==> config.mk <==
export PLATFORM = sky130hd
export DESIGN_NAME = ras_ctrl
export DESIGN_NICKNAME = d
export VERILOG_FILES = /design/src/ras_pkg.sv /design/src/ras_ctrl.sv
export SDC_FILE = /design/constraint.sdc
export NUM_CORES = 1
export LEC_CHECK = 0
export ABC_AREA = 0
export BUFFER_PORTS_ARGS = -buffer_cell sky130_fd_sc_hd__buf_4
export CORE_AREA = 2 2 39 41
export DETAILED_ROUTE_END_ITERATION = 7
export DIE_AREA = 0 0 41 43
export PLACE_DENSITY = 0.45
export SYNTH_ARGS = -nofsm -noshare
export SYNTH_HDL_FRONTEND = slang
export SYNTH_SLANG_ARGS = --single-unit
export TNS_END_PERCENT = 100
==> constraint.sdc <==
create_clock -name clk_i -period 1.4 [get_ports clk_i]
set_input_delay 0.21 -clock clk_i [delete_from_list [all_inputs] [get_ports clk_i]]
set_output_delay 0.21 -clock clk_i [all_outputs]
set_load 0.02 [all_outputs]
==> src/ras_pkg.sv <==
// ----------------------------------------------------------------------------
// ras_pkg
// Shared constants and controller/datapath interface types for the rotated
// sorted table search block.
// ----------------------------------------------------------------------------
`default_nettype none

package ras_pkg;

  // Table geometry.
  localparam int TABLE_DEPTH = 1024;
  localparam int ADDR_W      = $clog2(TABLE_DEPTH);
  localparam int COUNT_W     = ADDR_W + 1;

  // Field widths fixed by the interface.
  localparam int WORD_W  = 32;
  localparam int INDEX_W = 10;
  localparam int MATCH_W = 11;

  // Operation codes carried by op_i.
  localparam logic OP_LOAD   = 1'b0;
  localparam logic OP_SEARCH = 1'b1;

  // Answer when the key is not in the table.
  localparam logic [MATCH_W-1:0] NOT_FOUND = '1;

  // Commands from the controller to the datapath.
  typedef struct packed {
    logic load;         // write one table entry from the input transaction
    logic start_search; // capture the key and open the bounds
    logic step_low;     // keep the lower half: end = mid - 1
    logic step_high;    // keep the upper half: start = mid + 1
    logic rd_end;       // read the word at the end bound on port A
    logic load_result;  // capture the answer into the output register
  } ras_cmd_t;

  // Status from the datapath to the controller.
  typedef struct packed {
    logic empty;        // start bound has passed the end bound
    logic hit;          // middle word equals the key
    logic lower_sorted; // start word <= middle word
    logic key_in_lower; // start word <= key <= middle word
    logic key_in_upper; // middle word <= key <= end word
  } ras_status_t;

endpackage

`default_nettype wire

==> src/ras_ctrl.sv <==
// ----------------------------------------------------------------------------
// ras_ctrl
// Search sequencer: input and output handshakes and the probe state machine
// of the rotated sorted table search.
// ----------------------------------------------------------------------------
`default_nettype none

module ras_ctrl (
  input  wire logic              clk_i,
  input  wire logic              rst_ni,
  input  wire logic              in_valid_i,
  output logic                   in_ready_o,
  input  wire logic              op_i,
  output logic                   out_valid_o,
  input  wire logic              out_ready_i,
  output ras_pkg::ras_cmd_t      cmd_o,
  input  wire ras_pkg::ras_status_t status_i
);

  typedef enum logic [2:0] {
    ST_IDLE  = 3'b001,
    ST_PROBE = 3'b010,
    ST_ENDRD = 3'b100
  } state_e;

  state_e state_q, state_d;
  logic   out_valid_q, out_valid_d;
  logic   slot_free;

  assign slot_free  = !out_valid_q || out_ready_i;
  assign in_ready_o = (state_q == ST_IDLE);

  always_comb begin
    state_d     = state_q;
    out_valid_d = out_valid_q && !out_ready_i;
    cmd_o       = '0;
    case (state_q)
      ST_IDLE: begin
        if (in_valid_i) begin
          if (op_i == ras_pkg::OP_SEARCH) begin
            cmd_o.start_search = 1'b1;
            state_d            = ST_PROBE;
          end else begin
            cmd_o.load = 1'b1;
          end
        end
      end
      ST_PROBE: begin
        if (status_i.empty || status_i.hit) begin
          // Hold the bounds until the output register can take the answer.
          if (slot_free) begin
            cmd_o.load_result = 1'b1;
            out_valid_d       = 1'b1;
            state_d           = ST_IDLE;
          end
        end else if (status_i.lower_sorted) begin
          if (status_i.key_in_lower) begin
            cmd_o.step_low = 1'b1;
          end else begin
            cmd_o.step_high = 1'b1;
          end
        end else begin
          cmd_o.rd_end = 1'b1;
          state_d      = ST_ENDRD;
        end
      end
      ST_ENDRD: begin
        if (status_i.key_in_upper) begin
          cmd_o.step_high = 1'b1;
        end else begin
          cmd_o.step_low = 1'b1;
        end
        state_d = ST_PROBE;
      end
      default: begin
        state_d = ST_IDLE;
      end
    endcase
  end

  always_ff @(posedge clk_i or negedge rst_ni) begin
    if (!rst_ni) begin
      state_q     <= ST_IDLE;
      out_valid_q <= 1'b0;
    end else begin
      state_q     <= state_d;
      out_valid_q <= out_valid_d;
    end
  end

  assign out_valid_o = out_valid_q;

endmodule

`default_nettype wire

==> results.cfg, run 1 <==
[sta]
finalHoldViolations = 0
fin_ws_ps = -151
clock_skew_ps = 4.39
fin_crit_sh = 1.11
fin_tns_setup_ps = -693
slew_violations = 0
worst_slew_pin_slew_ps = 242
setup_viol = 7
fin_crit_ps = 1550
slew-limit-headroom = 0.837
max_freq_ghz = 0.645
rsz0062_at_grt = yes

[run_status]
violations = setup timing
status = complete, but fails checks

[cts]
cts_made_buffers = 3
cts_tree = built
cts_root_buf = clkbuf_4
cts.reportedPaths.clkPinSlew_ps = 40
clkLatencyLatePin_ps = 230
cts_buffer_depth = 2
cts-htree-levels = 1
cts.sinks = 4

[detailed_routing]
wl_per_cell_microns = 9.51
viasPerCell = 4.35
drc = 0
vias = 313
drt-pass1-iter-count = 2
antenna_left = 0
drt-total-wl_microns = 685
drtIter0Drc = 3

[global_routing]
antenna_found_initial = 0
grt_max_degree = 6
grt_pass1_vias = 327
grt_pass1_wl_mm = 1.27
grtUsageTotal = 0.108
grt_overflow_total = 0

[final_layout]
syn_to_final_growth_pct = 90.7
drive_gt1_frac = 0.643
n_fill_cell = 153
insertedDiodeCount = 0
nets = 67
final_util = 0.392

[floorplan]
ioPinCount = 18
initial_core_util = 0.205
core.rowCount = 14
core_area_sq_um = 1380
die-height_microns = 43
dieArea_sq_um = 1760
die_w_microns = 41

[power_and_ir_drop]
p_leak_nw = 0.253
cellPowerDensity_nw_per_um2 = 732
ir_worst_vdd_v = 0.000653
total_power_mw = 0.396

[job]
drv_cap = 0

[worst_setup_path]
worstSetupEndpointType = primary output
arrival_ps = 1340
critPathMaxFanout = 5
max_stage_delay_ps = 570
cp_cell_sequence = nor3b_4 -> and3_4 -> buf_6
critPathBufInv = 1
worstSetupPathType = reg2out
cpMaxStageDelayCell = dfstp_2
start_kind = flop
required_ps = 1190
path_delay_family = flip-flops

[logic_synthesis]
async_flop_share = 1.00
synth_cell_type_count = 19
yosysWarnings = 0
synth_ff_type = dfrtp_1
synth-edff-count = 0
syn-num-nets = 40
syn-cell-area_sq_um = 284
syn_inst = 30
synth.avg_cell_area_sq_um = 9.47
ys_seq_area_frac = 0.357
ys_ff_latch = 4

[place]
gp_congestion = 0.683
portBuffers = 17
post-place-ws_ps = 68.3
hpwl_microns = 558

[hold_path]
hold_class = in2reg
[sequential cells by signal (all words and copies together) (netlist names)]
register and count:
state_q 3, out_valid_o 1
[worst register-to-register path, stage by stage, from the launching register on]
cell      delay, ps
dfstp_2         570
nand2b_1        180
a21oi_1         100
o21bai_1        150
[area by class of cell]
| cell class | count | area (sq um) | area share |
|---|---|---|---|
| timing repair buffer | 22 | 186 | 0.344 |
| clock buffer | 4 | 26.3 | 0.0485 |
| multi-input combinational | 24 | 200 | 0.370 |
| sequential | 4 | 101 | 0.187 |
| inverter | 2 | 7.51 | 0.0139 |
| tap | 16 | 20.0 | 0.0370 |
[cell usage after synthesis, drive strengths merged (2+ instances only)]
master | instances | area, sq um
nor2 | 5 | 21.3
nand2 | 2 | 7.51
a21oi | 2 | 10.0
dfrtp | 3 | 75.1
nand2b | 2 | 12.5
o21ai | 2 | 10.0
inv | 2 | 7.51
nor3b | 2 | 31.3
and3 | 3 | 21.3
[through the flow]
| stage | cell area, sq um | instances | hold WS (ps) |
|---|---|---|---|
| after floorplan | 294 | 30 | -85.6 |
| after global placement | 457 | 65 | 5.79 |
| after detailed placement | 457 | 65 | 7.81 |
| after CTS | 538 | 72 | 300 |
| after global routing | 542 | 72 | 313 |
| final | 542 | 72 | 304 |
[cells in the final DEF, fill, tap and decap left out, types with 2 or more instances in the layout]
| cell | netlist | routed |
|---|---|---|
| nor2_1 | 4 | 3 |
| and3_4 | 0 | 2 |
| nor2_2 | 1 | 2 |
| dfrtp_1 | 3 | 3 |
| a21oi_1 | 2 | 2 |
| inv_1 | 2 | 2 |
| buf_6 | 0 | 5 |
| nand2_1 | 2 | 2 |
| o21ai_0 | 2 | 2 |
| buf_4 | 0 | 16 |
| nor3b_4 | 1 | 2 |
| nand2b_1 | 2 | 2 |
| clkbuf_4 | 0 | 3 |
[cells by family (layout without fill, tap and decap cells)]
family / Yosys count / after routing / share of synthesized area
simple gates: 16 / 16 / 0.396
buf+inv: 2 / 28 / 0.0264
compound gates: 7 / 7 / 0.181
flops: 4 / 4 / 0.357
mux: 1 / 1 / 0.0396
[final timing paths]
check	from	end	slack, ps	cells after the start
setup / recovery	state_q[0]	cmd_o[4]	-150	3
hold / removal	status_i[4]	out_valid_o	300	3
setup reg to reg	state_q[0]	state_q[1]	290	3
hold reg to reg	out_valid_o	out_valid_o	550	2
max in group asynchronous	rst_ni	state_q[0]	900	2
min in group asynchronous	rst_ni	state_q[1]	310	2
[per-layer routing]
| metal | vias to the layer above | part of all wire | wire length (microns) | global-route usage |
|---|---|---|---|---|
| met5 | - | 0 | 0 | 0 |
| met4 | 0 | 0 | 0 | 0.0600 |
| met3 | 0 | 0.053 | 36 | 0.0471 |
| met2 | 10 | 0.54 | 370 | 0.163 |
| met1 | 143 | 0.41 | 278 | 0.120 |
| li1 | 160 | - | - | - |
[timing repair]
| item | in CTS | in global routing |
|---|---|---|
| gates resized for setup | 7 | 1 |
| cloned | 0 | 0 |
| buffers inserted | 2 | 0 |
| pin swaps | 7 | 1 |
| endpoints found under the hold margin | 4 | 0 |
| endpoints found under the setup margin | 7 | 7 |
| hold buffers | 1 | 0 |
[power breakdown]
part           internal, mW  switching, mW
Clock                 0.107         0.0475
Sequential            0.124        0.00593
Combinational        0.0647         0.0476
Total                 0.295          0.101
(Power assumes the default switching activity.)
==> inputs of run 2 (changes only) <==
--- a/config.mk
+++ b/config.mk
@@ -10,7 +10,7 @@
 export CORE_AREA = 2 2 39 41
 export DETAILED_ROUTE_END_ITERATION = 7
 export DIE_AREA = 0 0 41 43
-export PLACE_DENSITY = 0.45
+export PLACE_DENSITY = 0.47
 export SYNTH_ARGS = -nofsm -noshare
 export SYNTH_HDL_FRONTEND = slang
 export SYNTH_SLANG_ARGS = --single-unit
==> run 2 against run 1 <==
Against the previous run: the flow still finishes with violations (setup timing); design area is 1.4% higher; non-clock buffer count is 1 higher; sequential share of layout area is 0.26 points lower; combinational power hardly changed; sequential cell count stayed put; sequential power hardly changed; utilization is 0.54 points higher; largest power group unchanged; first-iteration DRC count is 100% higher.
==> results.cfg, run 2 (same netlist as run 1, synthesis figures left out) <==
[place]
portBuffers = 17
post-place-ws_ps = 73.3
hpwl_microns = 540
gp_congestion = 0.650

[detailed_routing]
vias = 330
wl_per_cell_microns = 9.84
viasPerCell = 4.52
drt-total-wl_microns = 718
drtIter0Drc = 6
drt-pass1-iter-count = 4
antenna_left = 0
drc = 0

[final_layout]
final_common_cell = buf_4
largest_reg_flops = 3
insertedDiodeCount = 0
nets = 68
syn_to_final_growth_pct = 93.4
final_cell_mix = buf_4, buf_6, nor2_1, clkbuf_4, dfrtp_1
n_fill_cell = 153
seqCellArea_sq_um = 101
multi_input_area_sq_um = 200
drive_gt1_frac = 0.649
top_register = state_q
final_util = 0.397

[global_routing]
grtUsageTotal = 0.103
antenna_found_initial = 0
grt_overflow_total = 0
grt_pass1_vias = 309
grt_pass1_wl_mm = 1.12
grt_max_degree = 6

[power_and_ir_drop]
comb_power_share = 0.284
p_seq_frac = 0.317
clkPwrFrac = 0.399
ir_worst_vdd_v = 0.000508
p_switching_mw = 0.109
intPower_mw = 0.297
total_power_mw = 0.406
sw_frac_of_total = 0.269
cellPowerDensity_nw_per_um2 = 739
p_leak_nw = 0.257

[cts]
cts_made_buffers = 3
clkLatencyLatePin_ps = 240
cts_root_buf = clkbuf_4
cts_tree = built
cts.sinks = 4
cts-htree-levels = 1
cts_buffer_depth = 2
cts.reportedPaths.clkPinSlew_ps = 40

[job]
drv_cap = 0

[worst_setup_path]
required_ps = 1190
start_kind = flop
r2r_slack_ps = 210
critPathMaxFanout = 4
worstSetupPathType = reg2out
worstSetupEndpointType = primary output
setup.worst_path.start = state_q[0]
arrival_ps = 1350
worstReg2RegStart = state_q[0]

[sta]
slew_violations = 0
finalHoldViolations = 0
max_freq_ghz = 0.643
fin_tns_setup_ps = -701
clock_skew_ps = 0.212
fin_crit_ps = 1560
setup_viol = 7
fin_ws_ps = -156
fin_crit_sh = 1.11
worst_slew_pin_slew_ps = 268
slew-limit-headroom = 0.820
rsz0062_at_grt = yes
hold_ws_ps = 300

[floorplan]
core_area_sq_um = 1380
initial_core_util = 0.205
die-height_microns = 43
dieArea_sq_um = 1760
ioPinCount = 18
core.rowCount = 14
die_w_microns = 41

[run_status]
violations = setup timing
status = complete, but fails checks

[hold_path]
hold_class = in2async
-- run 2: changes by cell type in the layout (fill, tap and decap cells not counted), sizes merged --
cell  previous run  this run
buf             21        22
-- run 2: worst max-delay path, stage by stage (launching register included) --
cell and delay [ps]:
dfstp_2 570, nor3b_4 220, and3_4 210, buf_6 110
-- run 2: metal layers --
metal	share of wire	wire, microns	vias up	GRT usage
met2	0.49	350	14	0.128
met3	0.11	78	2	0.0942
met5	0	0	-	0
met4	0.0084	6	0	0.0600
li1	-	-	161	-
met1	0.39	283	153	0.110
-- run 2: repair_timing --
action	in CTS	in global routing
endpoints found under the setup margin	7	7
buffers inserted	2	1
endpoints found under the hold margin	4	0
resized for setup	6	2
hold buffers	1	0
pin swaps	6	2
-- run 2: through the flow --
step / std cells / cell area [sq um]
floorplan: 30 / 294
global route: 73 / 549
detailed placement: 65 / 457
global placement: 65 / 457
finish: 73 / 549
CTS: 72 / 534
-- run 2: worst paths after layout --
kind                               end  cells past startpoint
max                           cmd_o[4]                      3
min                        out_valid_o                      2
max reg2reg                 state_q[1]                      4
min reg2reg                out_valid_o                      2
max in group asynchronous   state_q[0]                      2
min in group clk_i         out_valid_o                      3
-- run 2: power groups by stage --
stage               logic [mW]  clock network, mW  registers (mW)
finish                   0.115              0.162           0.129
global route             0.124              0.190           0.129
CTS                      0.113              0.170           0.129
detailed placement      0.0950                  0           0.131
global placement        0.0947                  0           0.131
floorplan               0.0424                  0           0.134
-- run 2: final cells by class --
cell class | count | share of cell area
multi-input cells | 24 | 0.364
repair buffers | 23 | 0.353
flip-flops and latches | 4 | 0.185
clock buffers | 4 | 0.0478
well taps | 16 | 0.0364
inverters | 2 | 0.0137
==> inputs of run 3 (changes only) <==
--- a/config.mk
+++ b/config.mk
@@ -7,9 +7,9 @@
 export LEC_CHECK = 0
 export ABC_AREA = 0
 export BUFFER_PORTS_ARGS = -buffer_cell sky130_fd_sc_hd__buf_4
-export CORE_AREA = 2 2 39 41
+export CORE_AREA = 3 3 40 42
 export DETAILED_ROUTE_END_ITERATION = 7
-export DIE_AREA = 0 0 41 43
+export DIE_AREA = 0 0 43 45
 export PLACE_DENSITY = 0.47
 export SYNTH_ARGS = -nofsm -noshare
 export SYNTH_HDL_FRONTEND = slang
==> run 3 against run 2 <==
Against the previous run: the flow still finishes with violations (setup timing); count of clock-buffer cells in the layout stayed put; non-clock buffer count up 1; hold slack better by 5.0 ps; critical path depth unchanged; global-route usage shrank 1.6 points; maximum frequency grew 1.4%; combinational power up 5%; utilization rose by 4.4 points; register-to-register slack improved by 20 ps; sequential share of layout area is 0.57 points lower; design area increased by 3.2%; first-iteration DRC count fell by 67%; critical path type unchanged.
==> results.cfg, run 3 (same netlist as run 1, synthesis figures left out) <==
[run_status]
status = complete, but fails checks
violations = setup timing

[place]
gp_congestion = 0.703
hpwl_microns = 595
portBuffers = 17
dp.cells = 64

[detailed_routing]
antenna_left = 0
vias = 327
drt-pass1-iter-count = 2
drt-total-wl_microns = 767
drtIter0Drc = 2
drc = 0
viasPerCell = 4.48
wl_per_cell_microns = 10.5

[final_layout]
top_register = state_q
insertedDiodeCount = 0
final_cells = 73
final_util = 0.441
syn_to_final_growth_pct = 99.6
largest_reg_flops = 3
final_cell_mix = buf_4, buf_6, nor2_2, clkbuf_4, dfrtp_1
final_common_cell = buf_4
nets = 69
drive_gt1_frac = 0.707

[power_and_ir_drop]
p_leak_nw = 0.264
p_seq_frac = 0.317
p_switching_mw = 0.107
clkPwrFrac = 0.387
sw_frac_of_total = 0.262
intPower_mw = 0.300
ir_worst_vdd_v = 0.000470
cellPowerDensity_nw_per_um2 = 718
comb_power_share = 0.296

[job]
drv_cap = 0

[global_routing]
grt_pass1_vias = 349
grt_pass1_wl_mm = 1.28
grtUsageTotal = 0.0870
grt_overflow_total = 0
grt_max_degree = 6
antenna_found_initial = 0

[cts]
cts_buffer_depth = 2
cts-htree-levels = 1
cts.sinks = 4
cts.reportedPaths.clkPinSlew_ps = 40
cts_tree = built
clkLatencyLatePin_ps = 240
cts_root_buf = clkbuf_4
cts_made_buffers = 3

[sta]
fin_crit_ps = 1530
max_freq_ghz = 0.652
worst_slew_pin_slew_ps = 314
clock_skew_ps = 4.90
finalHoldViolations = 0
fin_ws_ps = -134
setup_viol = 7
slew-limit-headroom = 0.788
fin_crit_sh = 1.10
slew_violations = 0
fin_tns_setup_ps = -523
rsz0062_at_grt = yes

[floorplan]
die-height_microns = 45
core_area_sq_um = 1280
ioPinCount = 18
dieArea_sq_um = 1940
initial_core_util = 0.221
die_w_microns = 43
core.rowCount = 13

[hold_path]
hold_class = in2async

[worst_setup_path]
worstRegToRegCells = 4
start_kind = flop
critPathMaxFanout = 4
required_ps = 1190
worstSetupEndpointType = primary output
worstReg2RegStart = state_q[0]
arrival_ps = 1320
r2r-end = state_q[1]
worstSetupPathType = reg2out
r2r_slack_ps = 230
run 3: changes by cell type in the layout (fill, tap and decap cells not counted):
cell     before  now
nor2_1        3    1
nor2_2        2    4
buf_6         5    6
nand2_1       2    1
nand2_2       0    1
run 3: worst max path at each step:
stage                    start  endpoint  slack, ps  cells after the start
finish              state_q[0]  cmd_o[4]       -130                      3
global route        state_q[0]  cmd_o[5]       -240                      4
CTS                 state_q[0]  cmd_o[4]       -150                      3
detailed placement  state_q[1]  cmd_o[3]         80                      4
global placement    state_q[0]  cmd_o[4]         90                      3
floorplan           state_q[0]  cmd_o[5]         -1                      3
run 3: metrics by stage:
step | total power, mW | cell area, sq um | setup WS, ps | hold slack, ps
global route | 0.436 | 567 | -235 | 319
detailed placement | 0.225 | 455 | 76.5 | 7.69
global placement | 0.224 | 455 | 86.2 | 6.35
finish | 0.407 | 567 | -134 | 305
floorplan | 0.177 | 294 | -1.34 | -85.6
CTS | 0.411 | 533 | -146 | 293
run 3: power by group through the flow:
stage	clock [mW]	sequential, mW	combinational, mW
after floorplan	0	0.134	0.0424
after global placement	0	0.132	0.0920
after detailed placement	0	0.132	0.0931
after CTS	0.167	0.129	0.115
after global routing	0.176	0.131	0.130
final	0.157	0.129	0.121
run 3: what timing repair did:
action,in CTS,in global routing
hold endpoints to repair,4,0
hold buffers,1,0
setup buffers,4,0
setup endpoints to repair,7,7
resized for setup,3,9
pin swaps,2,6
run 3: cell type report:
class                      instances  area, sq um
timing repair buffer              24          205
sequential                         4          101
tap                               15         18.8
inverter                           2         7.51
multi-input combinational         24          208
clock buffer                       4         26.3
fill                             138          718
run 3: routing by layer:
metal / part of all wire / GRT usage / up-vias / wire length, microns
li1: - / - / 162 / -
met2: 0.54 / 0.156 / 12 / 416
met3: 0.081 / 0.0398 / 0 / 62
met5: 0 / 0 / - / 0
met4: 0 / 0.0361 / 0 / 0
met1: 0.37 / 0.0878 / 153 / 287
run 3: worst max-delay path, cell delays in order, from the launching register on:
cell     delay [ps]
dfstp_2         560
nor3b_4         220
and3_4          210
buf_6           110
